File: src/hw/rtl/gfr_pkg.sv
// Shared types and constants for the gain frame receiver.
// Depends on nothing; every other file of the block imports it.
package gfr_pkg;

	// Frame limit of the free-running position counter.
	localparam int unsigned FRAME_LIMIT_DEF = 64;

	// Framing bytes.
	localparam logic [7:0] SYNC0_BYTE = 8'hFF;
	localparam logic [7:0] SYNC1_BYTE = 8'h55;
	localparam logic [7:0] REPLY_LEN  = 8'd16;

	// Payload positions kept in the store: frame positions three to seven.
	localparam int unsigned STORE_BASE  = 3;
	localparam int unsigned STORE_DEPTH = 5;
	localparam int unsigned LEN_POS     = 2;

	// Command codes carried in payload byte five.
	localparam logic [7:0] CODE_SET_LO = 8'h01;
	localparam logic [7:0] CODE_SET_HI = 8'h04;
	localparam logic [7:0] CODE_REPLY  = 8'h05;

	// Reply frame: three header bytes and four words of four bytes.
	localparam int unsigned REPLY_COUNT = 19;
	localparam int unsigned REPLY_HDR   = 3;
	localparam int unsigned CNT_W       = $clog2(REPLY_COUNT);

	// Command queue between the parser and the result generator.
	localparam int unsigned QUEUE_DEPTH = 4;

	// Result kinds.
	localparam logic KIND_TX   = 1'b0;
	localparam logic KIND_GAIN = 1'b1;

	// One dispatched command.
	typedef struct packed {
		logic        is_reply;
		logic [1:0]  slot;
		logic [31:0] word;
	} cmd_t;

endpackage

File: src/hw/rtl/gfr_front.sv
// Byte parser of the gain frame receiver: tracks framing, keeps payload bytes
// and dispatches finished frames as commands. Depends on gfr_pkg.
module gfr_front
	import gfr_pkg::*;
#(
	parameter int unsigned FRAME_LIMIT = FRAME_LIMIT_DEF
) (
	input  logic       clk,
	input  logic       arst_n,
	input  logic       byte_valid,
	input  logic [7:0] rx_byte,
	output logic       cmd_push,
	output cmd_t       cmd
);

	localparam int unsigned POS_W = $clog2(FRAME_LIMIT);

	logic [7:0]       prev_q;
	logic             in_frame_q;
	logic [POS_W-1:0] pos_q;
	logic [7:0]       left_q;
	logic [7:0]       store_q [STORE_DEPTH];

	logic             is_mark;
	logic             start;
	logic [POS_W-1:0] pos_a;
	logic             in_frame_a;
	logic [POS_W:0]   pos_n;
	logic             limit_hit;
	logic [7:0]       left_d;
	logic [7:0]       store_d [STORE_DEPTH];
	logic             dispatch;
	logic [7:0]       code;

	always_comb begin
		is_mark    = (rx_byte == SYNC1_BYTE) && !in_frame_q;
		start      = is_mark && (prev_q == SYNC0_BYTE);
		pos_a      = start ? POS_W'(1) : pos_q;
		in_frame_a = in_frame_q || start;
		left_d     = left_q;
		for (int i = 0; i < STORE_DEPTH; i++) begin
			store_d[i] = store_q[i];
		end
		if (!is_mark && in_frame_q) begin
			if (pos_a > POS_W'(LEN_POS)) begin
				left_d = left_q - 8'd1;
			end else if (pos_a == POS_W'(LEN_POS)) begin
				left_d = rx_byte;
			end
			for (int i = 0; i < STORE_DEPTH; i++) begin
				if (pos_a == POS_W'(STORE_BASE + i)) begin
					store_d[i] = rx_byte;
				end
			end
		end
		pos_n     = {1'b0, pos_a} + (POS_W + 1)'(1);
		limit_hit = pos_n >= (POS_W + 1)'(FRAME_LIMIT);
		dispatch  = in_frame_a && !limit_hit && (left_d == 8'd0)
			&& (pos_n > (POS_W + 1)'(STORE_BASE));
		code      = store_d[STORE_DEPTH-1];

		cmd.is_reply = (code == CODE_REPLY);
		cmd.slot     = code[1:0] - 2'd1;
		cmd.word     = {store_d[3], store_d[2], store_d[1], store_d[0]};
		cmd_push     = byte_valid && dispatch
			&& (cmd.is_reply || ((code >= CODE_SET_LO) && (code <= CODE_SET_HI)));
	end

	always_ff @(posedge clk or negedge arst_n) begin
		if (!arst_n) begin
			prev_q     <= '0;
			in_frame_q <= 1'b0;
			pos_q      <= '0;
			left_q     <= '0;
			for (int i = 0; i < STORE_DEPTH; i++) begin
				store_q[i] <= '0;
			end
		end else if (byte_valid) begin
			if (!is_mark) begin
				prev_q <= rx_byte;
			end
			left_q <= left_d;
			for (int i = 0; i < STORE_DEPTH; i++) begin
				store_q[i] <= store_d[i];
			end
			if (limit_hit || dispatch) begin
				pos_q      <= '0;
				in_frame_q <= 1'b0;
			end else begin
				pos_q      <= pos_n[POS_W-1:0];
				in_frame_q <= in_frame_a;
			end
		end
	end

	// A frame always runs at position two or beyond once its mark is taken.
	a_frame_pos: assert property (@(posedge clk) disable iff (!arst_n)
		in_frame_q |-> (pos_q >= POS_W'(LEN_POS)))
		else $error("in frame at position below the length byte");

endmodule

File: src/hw/rtl/gfr_queue.sv
// Short command queue between parser and result generator.
// Depends on gfr_pkg for the command type and its depth.
module gfr_queue
	import gfr_pkg::*;
(
	input  logic clk,
	input  logic arst_n,
	input  logic push,
	input  cmd_t din,
	input  logic pop,
	output logic full,
	output logic empty,
	output cmd_t dout
);

	localparam int unsigned PTR_W = $clog2(QUEUE_DEPTH);
	localparam int unsigned CNT_QW = $clog2(QUEUE_DEPTH + 1);

	cmd_t              mem_q [QUEUE_DEPTH];
	logic [PTR_W-1:0]  wr_q;
	logic [PTR_W-1:0]  rd_q;
	logic [CNT_QW-1:0] count_q;

	assign full  = (count_q == CNT_QW'(QUEUE_DEPTH));
	assign empty = (count_q == '0);
	assign dout  = mem_q[rd_q];

	always_ff @(posedge clk) begin
		if (push && !full) begin
			mem_q[wr_q] <= din;
		end
	end

	always_ff @(posedge clk or negedge arst_n) begin
		if (!arst_n) begin
			wr_q    <= '0;
			rd_q    <= '0;
			count_q <= '0;
		end else begin
			if (push && !full) begin
				wr_q <= wr_q + PTR_W'(1);
			end
			if (pop && !empty) begin
				rd_q <= rd_q + PTR_W'(1);
			end
			count_q <= count_q + CNT_QW'(push && !full) - CNT_QW'(pop && !empty);
		end
	end

	// The parser is held off while full, so no command is ever dropped.
	a_no_overflow: assert property (@(posedge clk) disable iff (!arst_n)
		full |-> !push)
		else $error("command pushed into a full queue");

endmodule

File: src/hw/rtl/gfr_back.sv
// Result generator: executes queued commands, holds the four gain words and
// drives the registered result stream. Depends on gfr_pkg.
module gfr_back
	import gfr_pkg::*;
(
	input  logic        clk,
	input  logic        arst_n,
	input  logic        cmd_empty,
	input  cmd_t        cmd,
	output logic        cmd_pop,
	output logic        out_valid,
	input  logic        out_ready,
	output logic        out_kind,
	output logic        out_last,
	output logic [7:0]  out_byte,
	output logic [1:0]  out_slot,
	output logic [31:0] out_bits
);

	logic [31:0]      gain_q [4];
	logic             replying_q;
	logic [CNT_W-1:0] cnt_q;
	logic             valid_q;
	logic             kind_q;
	logic             last_q;
	logic [7:0]       byte_q;
	logic [1:0]       slot_q;
	logic [31:0]      bits_q;

	logic             load;
	logic [CNT_W-1:0] data_idx;
	logic [7:0]       reply_byte;

	assign load    = !valid_q || out_ready;
	assign cmd_pop = load && !replying_q && !cmd_empty;

	always_comb begin
		data_idx = cnt_q - CNT_W'(REPLY_HDR);
		if (cnt_q == CNT_W'(1)) begin
			reply_byte = SYNC1_BYTE;
		end else if (cnt_q == CNT_W'(2)) begin
			reply_byte = REPLY_LEN;
		end else begin
			reply_byte = gain_q[data_idx[3:2]][8*data_idx[1:0] +: 8];
		end
	end

	always_ff @(posedge clk or negedge arst_n) begin
		if (!arst_n) begin
			valid_q    <= 1'b0;
			replying_q <= 1'b0;
			cnt_q      <= '0;
			kind_q     <= KIND_TX;
			last_q     <= 1'b0;
			byte_q     <= '0;
			slot_q     <= '0;
			bits_q     <= '0;
			for (int i = 0; i < 4; i++) begin
				gain_q[i] <= '0;
			end
		end else if (load) begin
			if (replying_q) begin
				valid_q <= 1'b1;
				kind_q  <= KIND_TX;
				byte_q  <= reply_byte;
				slot_q  <= '0;
				bits_q  <= '0;
				last_q  <= (cnt_q == CNT_W'(REPLY_COUNT - 1));
				if (cnt_q == CNT_W'(REPLY_COUNT - 1)) begin
					replying_q <= 1'b0;
					cnt_q      <= '0;
				end else begin
					cnt_q <= cnt_q + CNT_W'(1);
				end
			end else if (!cmd_empty) begin
				valid_q <= 1'b1;
				if (cmd.is_reply) begin
					kind_q     <= KIND_TX;
					byte_q     <= SYNC0_BYTE;
					slot_q     <= '0;
					bits_q     <= '0;
					last_q     <= 1'b0;
					replying_q <= 1'b1;
					cnt_q      <= CNT_W'(1);
				end else begin
					kind_q            <= KIND_GAIN;
					byte_q            <= '0;
					slot_q            <= cmd.slot;
					bits_q            <= cmd.word;
					last_q            <= 1'b1;
					gain_q[cmd.slot]  <= cmd.word;
				end
			end else begin
				valid_q <= 1'b0;
			end
		end
	end

	assign out_valid = valid_q;
	assign out_kind  = kind_q;
	assign out_last  = last_q;
	assign out_byte  = byte_q;
	assign out_slot  = slot_q;
	assign out_bits  = bits_q;

	// A gain write is always a single, final result.
	a_gain_last: assert property (@(posedge clk) disable iff (!arst_n)
		(valid_q && kind_q == KIND_GAIN) |-> last_q)
		else $error("gain write result not marked last");

	// A reply runs its counter only over the bytes after the first.
	a_reply_cnt: assert property (@(posedge clk) disable iff (!arst_n)
		replying_q |-> (cnt_q != '0 && cnt_q < CNT_W'(REPLY_COUNT)))
		else $error("reply counter out of range");

endmodule

File: src/hw/rtl/gain_frame_receiver.sv
// Top level of the gain frame receiver: byte parser, command queue and
// result generator. Depends on gfr_pkg, gfr_front, gfr_queue and gfr_back.
//
//  Channel   Direction  Signals                    Content
//  s_*       in         tvalid tready tdata[7:0]   rx_byte
//  m_*       out        tvalid tready tdata tuser  tx_byte, gain_slot,
//                       tlast                      gain_bits; kind; last
//
// The parser takes one byte per cycle and settles framing in that cycle.
// A finished frame enters a four-entry command queue; the generator then
// gives one result per cycle: one for a gain write, nineteen for a reply.
// Input stalls only while the command queue is full; output stalls hold the
// registered result and let the queue absorb further commands.
// Reset clears framing state, the payload store, the gain words and queue.
module gain_frame_receiver
	import gfr_pkg::*;
#(
	parameter int unsigned FRAME_LIMIT = FRAME_LIMIT_DEF
) (
	input  logic        clk,
	input  logic        arst_n,
	input  logic        s_tvalid,
	output logic        s_tready,
	input  logic [7:0]  s_tdata,   // [7:0] rx_byte
	output logic        m_tvalid,
	input  logic        m_tready,
	output logic [47:0] m_tdata,   // [7:0] tx_byte, [9:8] gain_slot, [41:10] gain_bits
	output logic        m_tuser,   // [0] kind
	output logic        m_tlast
);

	logic        q_full;
	logic        q_empty;
	logic        q_push;
	logic        q_pop;
	cmd_t        q_din;
	cmd_t        q_dout;
	logic [7:0]  tx_byte;
	logic [1:0]  gain_slot;
	logic [31:0] gain_bits;

	// A byte is taken whenever the queue can hold a command it might create.
	assign s_tready = !q_full;

	gfr_front #(
		.FRAME_LIMIT(FRAME_LIMIT)
	) u_front (
		.clk       (clk),
		.arst_n    (arst_n),
		.byte_valid(s_tvalid && s_tready),
		.rx_byte   (s_tdata),
		.cmd_push  (q_push),
		.cmd       (q_din)
	);

	gfr_queue u_queue (
		.clk   (clk),
		.arst_n(arst_n),
		.push  (q_push),
		.din   (q_din),
		.pop   (q_pop),
		.full  (q_full),
		.empty (q_empty),
		.dout  (q_dout)
	);

	gfr_back u_back (
		.clk      (clk),
		.arst_n   (arst_n),
		.cmd_empty(q_empty),
		.cmd      (q_dout),
		.cmd_pop  (q_pop),
		.out_valid(m_tvalid),
		.out_ready(m_tready),
		.out_kind (m_tuser),
		.out_last (m_tlast),
		.out_byte (tx_byte),
		.out_slot (gain_slot),
		.out_bits (gain_bits)
	);

	// Result fields packed from the lowest bit up, padded to whole bytes.
	assign m_tdata = {6'd0, gain_bits, gain_slot, tx_byte};

endmodule
File: config.mk
export PLATFORM = sky130hd
export DESIGN_NAME = gain_frame_receiver
export DESIGN_NICKNAME = d
export VERILOG_FILES = /design/src/hw/rtl/gfr_pkg.sv /design/src/hw/rtl/gfr_front.sv /design/src/hw/rtl/gfr_queue.sv /design/src/hw/rtl/gfr_back.sv /design/src/hw/rtl/gain_frame_receiver.sv
export SDC_FILE = /design/constraint.sdc
export NUM_CORES = 1
export LEC_CHECK = 0
export CAP_MARGIN = 20
export CORE_ASPECT_RATIO = 0.5
export CORE_MARGIN = 8
export CORE_UTILIZATION = 45
export DETAILED_ROUTE_END_ITERATION = 6
export DONT_BUFFER_PORTS = 1
export PLACE_DENSITY = 0.63
export SYNTH_ARGS = -nofsm -noshare
export SYNTH_HDL_FRONTEND = slang
export SYNTH_SLANG_ARGS = --single-unit
export TNS_END_PERCENT = 20
File: constraint.sdc
create_clock -name clk -period 7.4 [get_ports clk]
set_input_delay 0.74 -clock clk [delete_from_list [all_inputs] [get_ports clk]]
set_output_delay 0.74 -clock clk [all_outputs]
set_load 0.01 [all_outputs]
==> impl_metrics.toml <==
[setup_path]
r2r_setup_slack_ns = 2.19
max_stage_delay_ns = 0.67
crit_arrival_ns = 5.66
crit_cells = 16
setup.worst_path.end = "u_queue.count_q[2]"
r2r_start = "u_front.in_frame_q"
critPathTopFamily = "simple AND/OR/NAND/NOR gates"
crit_chain = "nor4_4 -> and2_1 -> nor2_1 -> ha_1 -> nor2b_1 -> o21ai_4 -> o2bb2ai_2 -> or4_1 -> or4_1 -> or3_4 -> nor4_4 -> ha_1 -> inv_1 -> fa_1 -> xnor2_1 -> xnor2_1"
r2r-end = "u_queue.count_q[2]"
slowest_stage = "dfrtp_1"
path_max_fanout = 12
critPathKind = "register to register"
start_kind = "register"
worst_ep_required_time_ns = 7.85
crit_start = "u_front.in_frame_q"
worstRegToRegCells = 16
worst-path-buf-inv = 1
end_kind = "register"

[layout]
antenna_cells = 0
area_delta_synth_final_pct = 10.3
layout-drive-gt1-share_pct = 29.1
fillCellCount = 3065
nets = 1158
design_area_um2 = 18600

[global_routing]
grt_pass1_vias = 9763
grt_first_pass_wirelength_mm = 58.0
antenna_found_initial = 0
grt_usage_pct = 16.8
grt_max_degree = 250
overflow = 0

[clock_network]
clk_pin_slew_worst_paths_ns = 0.07
cts_root_buf = "clkbuf_16"
cts_made_buffers = 37
cts_tree = "done"
cts_resized = 0
cts_max_level = 2
insertion_delay_ns = 0.53
cts_sinks = 389
clockBufferDepth = 3

[synth]
ys_warn_count = 0
synth_edf_count = 140
ys_ff_latch = 389
synth_compound_area_share_pct = 5.23
ys_seq_area_share_pct = 62.0
synth_top_family_by_area = "multiplexers"
synthAdderAreaFrac_pct = 1.38
synth.mux.area_fraction_pct = 21.7
synth-xor-area-share_pct = 0.468
yosysUniqueCellTypes = 61
ys_async_sr_fraction_pct = 64.0
avgSynthCellArea_um2 = 14.7
yosys_most_used_dff = "dfrtp_1"
netlist_area_um2 = 16800
synth-simple-area-share_pct = 6.95
syn_inst = 1142

[timing]
fin_crit_ns = 5.21
fin_crit_sh_pct = 70.4
rsz0062_at_grt = "no"
hold_viol = 0
finalSetupViolCount = 0
slew_violations = 0
worst_slew_pin_slew_ns = 1.02
relSlewSlack_pct = 31.8
tns_ns = 0
max_freq_mhz = 192
worst_clock_skew_ns = 0.0202

[floorplanning]
dieArea_um2 = 44300
die_x_um = 290
io_pins = 64
num_rows = 50
die_y_um = 153
start_util_pct = 45.3
core_area_um2 = 37200

[routing]
wire_per_inst_um = 22.2
drt_iter0_markers = 941
vias_per_cell = 5.74
drcViolationCount = 0
first_pass_iters = 5
ant_nets = 0
vias = 9470
wl_mm = 36.7

[min_path]
hp-class = "input pin to async pin"

[power]
p_per_area_nw_per_um2 = 247
leakage_nw = 7.79
vdd_drop_max_mv = 0.130

[place]
placed_cell_area_um2 = 17300
dpl.hpwl_mm = 23.3
numPortBuffers = 0
globalplace.congestion = 0.858

[job]
cap_violations = 0

[run_status]
status = "finished, final reports clean"
-- kinds of logic (layout without fill, tap and decap cells) --
| family | count (synthesis) | after routing |
|---|---|---|
| other | 1 | 6 |
| buffers and inverters | 95 | 104 |
| adder cells (fa/ha/maj) | 18 | 18 |
| AO/OA/AOI/OAI | 122 | 122 |
| flip-flops | 389 | 389 |
| XOR/XNOR | 9 | 9 |
| multiplexers | 254 | 254 |
| AND/OR/NAND/NOR | 254 | 254 |
-- cell type report --
| type | count | area (µm²) | area share, % |
|---|---|---|---|
| clock inverter | 18 | 125 | 0.674 |
| clock buffer | 49 | 1080 | 5.83 |
| sequential | 389 | 10400 | 56.2 |
| inverter | 18 | 67.6 | 0.364 |
| timing repair buffer | 19 | 183 | 0.983 |
| tap | 494 | 618 | 3.33 |
| multi-input combinational | 663 | 6060 | 32.6 |
-- Yosys cell counts, drive strengths merged (13+ instances only) --
library cell	count	share of area [%]
nor2	53	1.2
edfxtp	140	25
o21ai	21	0.69
inv	18	0.40
a22o	34	1.8
dfrtp	249	37
ha	17	1.3
mux2	170	11
nor3	15	0.45
clkbuf	48	1.1
mux2i	13	0.77
nand3	18	0.53
nand2	120	2.7
mux4	71	9.5
buf	29	0.88
a21oi	23	0.68
-- how the worst min path moves through the flow --
stage                        startpoint  slack, ns                   to
floorplan                        arst_n       0.44      u_back.cnt_q[0]
global placement    u_front.store_q[24]       0.45  u_front.store_q[24]
detailed placement  u_front.store_q[31]       0.46  u_front.store_q[31]
CTS                          s_tdata[1]       0.31    u_front.prev_q[1]
global route                     arst_n       0.12      u_queue.wr_q[0]
finish                           arst_n       0.11  u_front.store_q[31]
-- metrics by stage --
| step | hold WS [ns] | instances | setup WS, ns | power (mW) | util (%) |
|---|---|---|---|---|---|
| floorplan | 0.440 | 1147 | 1.68 | 2.66 | - |
| global placement | 0.453 | 1580 | 1.92 | 2.72 | 46.6 |
| detailed placement | 0.461 | 1580 | 1.80 | 2.73 | 46.6 |
| CTS | 0.306 | 1648 | 2.24 | 4.64 | 49.9 |
| global route | 0.119 | 1650 | 1.89 | 4.76 | 50.0 |
| finish | 0.112 | 1650 | 2.19 | 4.59 | 50.0 |
-- state kept, by name, indices dropped and copies added, names as in the netlist --
signal,flops
u_back.cnt_q,5
u_back.gain_q,128
u_front.pos_q,6
u_front.store_q,40
u_queue.rd_q,2
u_queue.wr_q,2
u_back.out_last,1
u_back.out_byte,8
u_back.out_bits,32
u_back.out_valid,1
u_front.in_frame_q,1
u_front.left_q,8
u_queue.mem_q,140
u_front.prev_q,8
u_back.replying_q,1
u_back.out_slot,2
u_back.out_kind,1
u_queue.count_q,3
-- layer usage --
metal / wire length (µm) / vias to the layer above / GRT usage, %
li1: - / 4207 / -
met4: 762 / 0 / 4.34
met3: 1620 / 71 / 2.61
met5: 0 / - / 0
met1: 17000 / 4957 / 24.1
met2: 17300 / 235 / 26.5
-- what timing repair did --
item | CTS | global route
buffers inserted | 0 | 0
hold buffers | 1 | 0
hold endpoints to repair | 249 | 0
-- worst register-to-register path: cells and delay by family, from the launching register on --
kind                     cells  cell delay, ns
AND/OR/NAND/NOR              8            2.69
flip-flops                   1            0.67
buffers and inverters        1            0.05
adder cells (fa/ha/maj)      3            0.98
AO/OA/AOI/OAI                2            0.39
XOR/XNOR                     2            0.35
-- power by group --
group / switching (mW) / internal (mW) / total [mW] / leakage (nW)
Combinational: 0.156 / 0.131 / 0.287 / 2.61
Clock: 0.804 / 1.07 / 1.87 / 0.591
Sequential: 0.107 / 2.33 / 2.43 / 4.59
-- cells in the final DEF (no fill, tap or decap), types with 4 or more instances in the layout --
cell type,instances
o22a_1,5
mux2_2,169
clkinv_2,7
or3_1,5
o21ai_0,18
buf_4,17
and2_1,8
o31ai_1,6
nor2_1,52
a21oi_1,23
clkbuf_8,7
a31oi_1,5
nand2_1,119
and3_1,4
o22ai_1,5
inv_1,18
dfrtp_1,248
clkinv_1,4
nand3_1,18
mux2i_1,13
xnor2_1,6
nor3_1,15
mux4_2,71
edfxtp_1,140
nor4_1,6
a22o_1,34
clkbuf_16,39
conb_1,6
ha_1,17
Note: power is estimated with default switching activity, not from simulation.
